$ cat config.mk
export PLATFORM = sky130hd
export DESIGN_NAME = mei_front
export DESIGN_NICKNAME = d
export VERILOG_FILES = /design/src/design/mei_pkg.sv /design/src/design/mei_front.sv
export SDC_FILE = /design/constraint.sdc
export NUM_CORES = 1
export LEC_CHECK = 0
export BUFFER_PORTS_ARGS = -buffer_cell sky130_fd_sc_hd__buf_2
export CAP_MARGIN = 20
export CORE_MARGIN = 3
export CORE_UTILIZATION = 39
export CTS_BUF_LIST = sky130_fd_sc_hd__clkbuf_2
export CTS_CLUSTER_DIAMETER = 80
export DETAILED_ROUTE_END_ITERATION = 8
export MAX_ROUTING_LAYER = met4
export SYNTH_ARGS = -nofsm -noshare
export SYNTH_HDL_FRONTEND = slang
export SYNTH_SLANG_ARGS = --single-unit
$ cat constraint.sdc
create_clock -name clk -period 5.15 [get_ports clk]
set_input_delay 1.03 -clock clk [delete_from_list [all_inputs] [get_ports clk]]
set_output_delay 1.03 -clock clk [all_outputs]
set_load 0.03 [all_outputs]
$ cat src/design/mei_pkg.sv
// Shared types and constants for the escape-time iteration block.
// Fixed-point format, datapath widths, queue item and result records.
// No dependencies.
package mei_pkg;

  // Point coordinates: signed, FRAC_BITS fraction bits (Q4.28)
  localparam int FRAC_BITS = 28;
  localparam int C_W       = 32;
  localparam int CNT_W     = 12;

  // |z| stays below 4 + |c| while not escaped, so this magnitude width is exact
  localparam int MAG_W  = ((FRAC_BITS + 2 > C_W - 1) ? FRAC_BITS + 2 : C_W - 1) + 1;
  localparam int Z_W    = MAG_W + 1;
  localparam int PROD_W = 2 * MAG_W;
  // |z|^2 >= 4 once any sum bit at or above this weight is set
  localparam int ESC_BIT = 2 * FRAC_BITS + 2;

  // Configuration port
  localparam int ADDR_W = 3;
  localparam int DATA_W = 32;
  localparam logic [ADDR_W-1:0] REG_MAX_ITER_ADDR = 3'd0;

  typedef struct packed {
    logic                  skip;    // limit is zero: no iterations to run
    logic signed [C_W-1:0] c_real;
    logic signed [C_W-1:0] c_imag;
  } mei_item_t;

  typedef struct packed {
    logic [CNT_W-1:0] count;
    logic             in_set;
  } mei_result_t;

endpackage

$ cat src/design/mei_front.sv
// Front end: accepts points, tags them and holds them in a short queue.
// Depends on mei_pkg.
module mei_front import mei_pkg::*; #(
  parameter int DEPTH = 2
) (
  input  logic                   clk,
  input  logic                   rst,
  input  logic [CNT_W-1:0]       max_iterations,
  input  logic                   in_valid,
  output logic                   in_stall,
  input  logic signed [C_W-1:0]  c_real,
  input  logic signed [C_W-1:0]  c_imag,
  output logic                   q_valid,
  output mei_item_t              q_item,
  input  logic                   q_pop
);

  localparam int IDX_W  = (DEPTH > 1) ? $clog2(DEPTH) : 1;
  localparam int FILL_W = $clog2(DEPTH + 1);

  mei_item_t         slots [DEPTH];
  logic [IDX_W-1:0]  wr_ptr;
  logic [IDX_W-1:0]  rd_ptr;
  logic [FILL_W-1:0] fill;
  logic              push;

  assign in_stall = (fill == FILL_W'(DEPTH));
  assign push     = in_valid && !in_stall;
  assign q_valid  = (fill != '0);
  assign q_item   = slots[rd_ptr];

  always_ff @(posedge clk) begin
    if (push) begin
      slots[wr_ptr].skip   <= (max_iterations == '0);
      slots[wr_ptr].c_real <= c_real;
      slots[wr_ptr].c_imag <= c_imag;
    end
  end

  always_ff @(posedge clk) begin
    if (rst) begin
      wr_ptr <= '0;
      rd_ptr <= '0;
      fill   <= '0;
    end else begin
      if (push) begin
        wr_ptr <= (wr_ptr == IDX_W'(DEPTH - 1)) ? '0 : wr_ptr + 1'b1;
      end
      if (q_pop) begin
        rd_ptr <= (rd_ptr == IDX_W'(DEPTH - 1)) ? '0 : rd_ptr + 1'b1;
      end
      if (push && !q_pop) begin
        fill <= fill + 1'b1;
      end else if (!push && q_pop) begin
        fill <= fill - 1'b1;
      end
    end
  end

  a_fill_bound: assert property (@(posedge clk) disable iff (rst)
    fill <= FILL_W'(DEPTH))
    else $error("queue fill beyond depth");

  a_fill_up: assert property (@(posedge clk) disable iff (rst)
    push && !q_pop |=> fill == $past(fill) + 1'b1)
    else $error("queue fill did not count a push");

endmodule

# ---- Word level (Yosys, flattened, before mapping)
# Memories as Yosys holds them, arrays and structs flattened. A register that Yosys moved wholly into a read port is not among the register bits.
# Cells that the tools add are included.
dict set report op_classes {
  n_reduce_logical 9
  muxes 8
  add_sub_neg 4
  eq_ne 1
}
# op n
set ops {}
lappend ops {{$logic_not 12->1} 1}
lappend ops {{$mux 1} 6}
lappend ops {{$mux 2} 2}
lappend ops {{$reduce_bool 2->1} 2}
lappend ops {{$logic_and 1x1->1} 3}
lappend ops {{$logic_not 1->1} 3}
lappend ops {{$add 1x1->1 const B} 2}
lappend ops {{$add 2x1->2 const B} 1}
lappend ops {{$eq 2x2->1 const B} 1}
lappend ops {{$sub 2x1->2 const B} 1}
dict set report word_totals {
  n_memories 1
  word_cells 26
  reg_bits 4
  mem_bits_rw 130
  output_inout_bits 67
}
# memory words word_bits read_ports rd_ports_with_merged_regs write_ports line_no
set mem_list {}
lappend mem_list {slots 2 65 1 1 1 mei_front.sv:21} ;# mei_item_t slots [DEPTH];

# ---- Depth between registers and ports, before layout
dict set report depth {
  word_depth 7
  mapped_depth 6
}

# ---- Worst setup path after synthesis
# Ideal clock, no wire load.
dict set report synth_timing {
  path_type {input to register}
  start {input in_valid}
  end {memory slots[1][0] (netlist name), enable pin}
  path_buffers 0
  arrival_time_ps 2744
  path_stages 3
  slack_ps 1976
  setup_ps 430
  cell_sequence {inv_1 nor2_1 and2_1}
}
dict set report synth_between {
  elab_chain_len 3
}
# item line_no
set synth_lines {}
lappend synth_lines {{start, declared} mei_front.sv:9} ;# input logic in_valid,
lappend synth_lines {{$logic_and 1x1->1} mei_front.sv:28} ;# assign push = in_valid && !in_stall;
lappend synth_lines {{$mux 1} mei_front.sv:33} ;# if (push) begin
lappend synth_lines {{$mux 1 (not written as such)} mei_front.sv:36} ;# slots[wr_ptr].c_imag <= c_imag;
lappend synth_lines {{end, declared} mei_front.sv:21}
# No other way between the ends.

==> flow_metrics.tcl <==
set metrics [dict create \
    status "complete, no violations" \
    r2r_slack_ns 2.81 \
    pwr-share-seq 0.588 \
    die_w_um 119 \
    grt_util_all_layers 0.134 \
    period_share 0.717 \
    synth_flop_cell "edfxtp_1" \
    sw_frac_of_total 0.290 \
    antennaDiodeCount 0 \
    power.density_nw_per_um2 386 \
    rr_worst_depth 4 \
    max_freq_mhz 271 \
    holdPathEnd "fill[1]$_SDFFE_PP0P_" \
    finalClockSkew_ns 0.0218 \
    grt_pass1_vias 2746 \
    r2r_end "slots[0][21]$_DFFE_PP_" \
    fin_crit_ns 3.69 \
    ant_nets 0 \
    cp-start-kind "register" \
    worstSetupEndpointType "primary output" \
    synth_common_cells "edfxtp_1 (130), mux2_2 (65), buf_6 (5), dfxtp_1 (5), nor2_1 (4)" \
    ys_seq_area_frac 0.809 \
    cts_buffer_depth 2 \
    wl_per_cell_um 15.7 \
    intPower_uw 1640 \
    yosysTopAreaCellShare 0.789 \
    cts_resized 0 \
    r2r-start "fill[1]$_SDFFE_PP0P_" \
    yosys.cell_count.top_type "edfxtp_1" \
    vias_per_cell 4.62 \
    cap_violations 0 \
    syn_to_final_growth_pct 21.2 \
    syn_nets 312 \
    synth_cell_types 19 \
    power_frac_clock 0.210 \
    nNetsFinal 472 \
    critPathRequiredTime_ns 4.12 \
    combPwrFrac 0.202 \
    crit_type "register to primary output" \
    htreeDepth 4 \
    placedCellCount 540 \
    rsz0062_at_grt "false" \
    grt_max_degree 66 \
    vias 2623 \
    io_pins 147 \
    cts_tree "done" \
    dieArea_um2 14100 \
    ir_drop_mv 0.168 \
    initial_utilization 0.405 \
    drtPass1Iterations 4 \
    rows 40 \
    cts.clk_slew.worst_paths_ns 0.16 \
    leakagePower_uw 0.00226 \
    fin_cells 568 \
    min_path_cells 2 \
    worstMarginPinSlew_ns 1.02 \
    finalWirelength_um 8900 \
    drt_iter0_drc 145 \
    gr-total-overflow 0 \
    synth-edff-count 130 \
    maxSlewViolCount 0 \
    switchingPower_uw 673 \
    core_area_um2 12200 \
    ys_ff_latch 135 \
    cts_buffers 17 \
    ys.warnings.count 0 \
    hpwl_um 5720 \
    holdCritPathClass "register to register" \
    synth-async-reset-ratio 0 \
    place_congestion 0.710 \
    crit_fanout 35 \
    io_buffers 146 \
    drcViolationCount 0 \
    relSlewSlack 0.319 \
    synthCells 231 \
    setup_viol_count_final 0 \
    avgSynthCellArea_um2 21.4 \
    grt_pass1_wl_um 13700 \
    die_h_um 119 \
    synth_area_um2 4950 \
    hold_start "fill[1]$_SDFFE_PP0P_" \
    cts-root-buf "clkbuf_2" \
    layout-drive-gt1-share 0.598 \
    clock_latency_ns 0.65 \
    finalSetupTns_ns 0 \
    cp.arrival_ns 2.66 \
    clkSinkCount 135 \
    antenna_found_initial 0 \
    hold_viol_final 0 \
    yosysTopAreaCell "edfxtp_1" \
    postCtsSetupRepairBufs 0 \
    synthTopCellsByArea "edfxtp_1 (79%), mux2_2 (15%), dfxtp_1 (2.0%), buf_6 (1.1%), nor4_1 (0.38%)" \
    hold_buffers 0 \
]
flip-flops by register name, indices dropped and copies added, names as in the netlist, named ones only:
signal,count
fill,2
wr_ptr,1
slots,130
rd_ptr,1
layout make-up:
cell class / count / area [um2]
multi-input combinational: 86 / 867
inverter: 3 / 11.3
clock inverter: 9 / 63.8
tap: 168 / 210
sequential: 135 / 4010
fill: 1096 / 6210
clock buffer: 19 / 95.1
timing repair buffer: 148 / 746
critical path, cell delays in order (launching register included):
cell and delay [ns]:
dfxtp_2 0.84, buf_4 0.55, mux2_2 0.41, buf_2 0.18
placed cells by master, fill, tap and decap left out, drive strengths merged:
| master | n |
|---|---|
| edfxtp | 130 |
| xnor2 | 1 |
| and3 | 1 |
| nor2 | 4 |
| a21oi | 2 |
| mux2 | 65 |
| clkinvlp | 1 |
| o21ai | 2 |
| bufinv | 1 |
| dfxtp | 5 |
| ha | 1 |
| nor4 | 3 |
| and2 | 1 |
| buf | 148 |
| clkbuf | 19 |
| xor2 | 2 |
| or3 | 2 |
| nor2b | 1 |
| or2 | 1 |
| inv | 3 |
| clkinv | 7 |
kinds of logic after synthesis:
group,synth area share
AOI/OAI and AO/OA,0.00405
xor gates and xnor gates,0.00531
adders and majority gates,0.00253
buffers and inverters,0.0162
DFF,0.809
muxes,0.148
and+or+nand+nor,0.0149
metrics by stage:
step | utilization | hold WS [ns] | area [um2] | power, uW | setup WS [ns]
3_3_place_gp | 0.478 | 0.477 | 5840 | 1860 | 2.03
2_1_floorplan | - | 0.452 | 4950 | 1720 | 1.98
3_5_place_dp | 0.478 | 0.490 | 5840 | 1870 | 2.02
4_1_cts | 0.491 | 0.439 | 6000 | 2360 | 1.28
5_1_grt | 0.491 | 0.418 | 6000 | 2440 | 1.19
6_report | 0.491 | 0.522 | 6000 | 2320 | 1.46
worst max path at each step:
| stage | cells after the start | to | from | slack (ns) |
|---|---|---|---|---|
| 6_report | 3 | q_item[43] | register | 1.46 |
| 5_1_grt | 3 | q_item[49] | register | 1.19 |
| 4_1_cts | 3 | q_item[57] | register | 1.28 |
| 3_5_place_dp | 5 | slots[0][15]$_DFFE_PP_ | in_valid | 2.02 |
| 3_3_place_gp | 5 | slots[0][15]$_DFFE_PP_ | in_valid | 2.03 |
| 2_1_floorplan | 3 | slots[1][0]$_DFFE_PP_ | in_valid | 1.98 |
metal layers:
metal / share of wire / wire [um] / track usage / vias up
li1: - / - / - / 1229
met1: 0.42 / 3760 / 0.151 / 1261
met2: 0.48 / 4290 / 0.210 / 119
met3: 0.075 / 672 / 0.0512 / 14
met4: 0.020 / 175 / 0.0630 / 0
met5: 0 / 0 / - / -
power groups by stage:
stage	sequential (uW)	clock, uW	combinational (uW)
after floorplan	1380	0	344
final	1360	487	468
after CTS	1360	517	477
after detailed placement	1390	0	475
after global placement	1380	0	474
after global routing	1370	562	502
(Power assumes the default switching activity.)
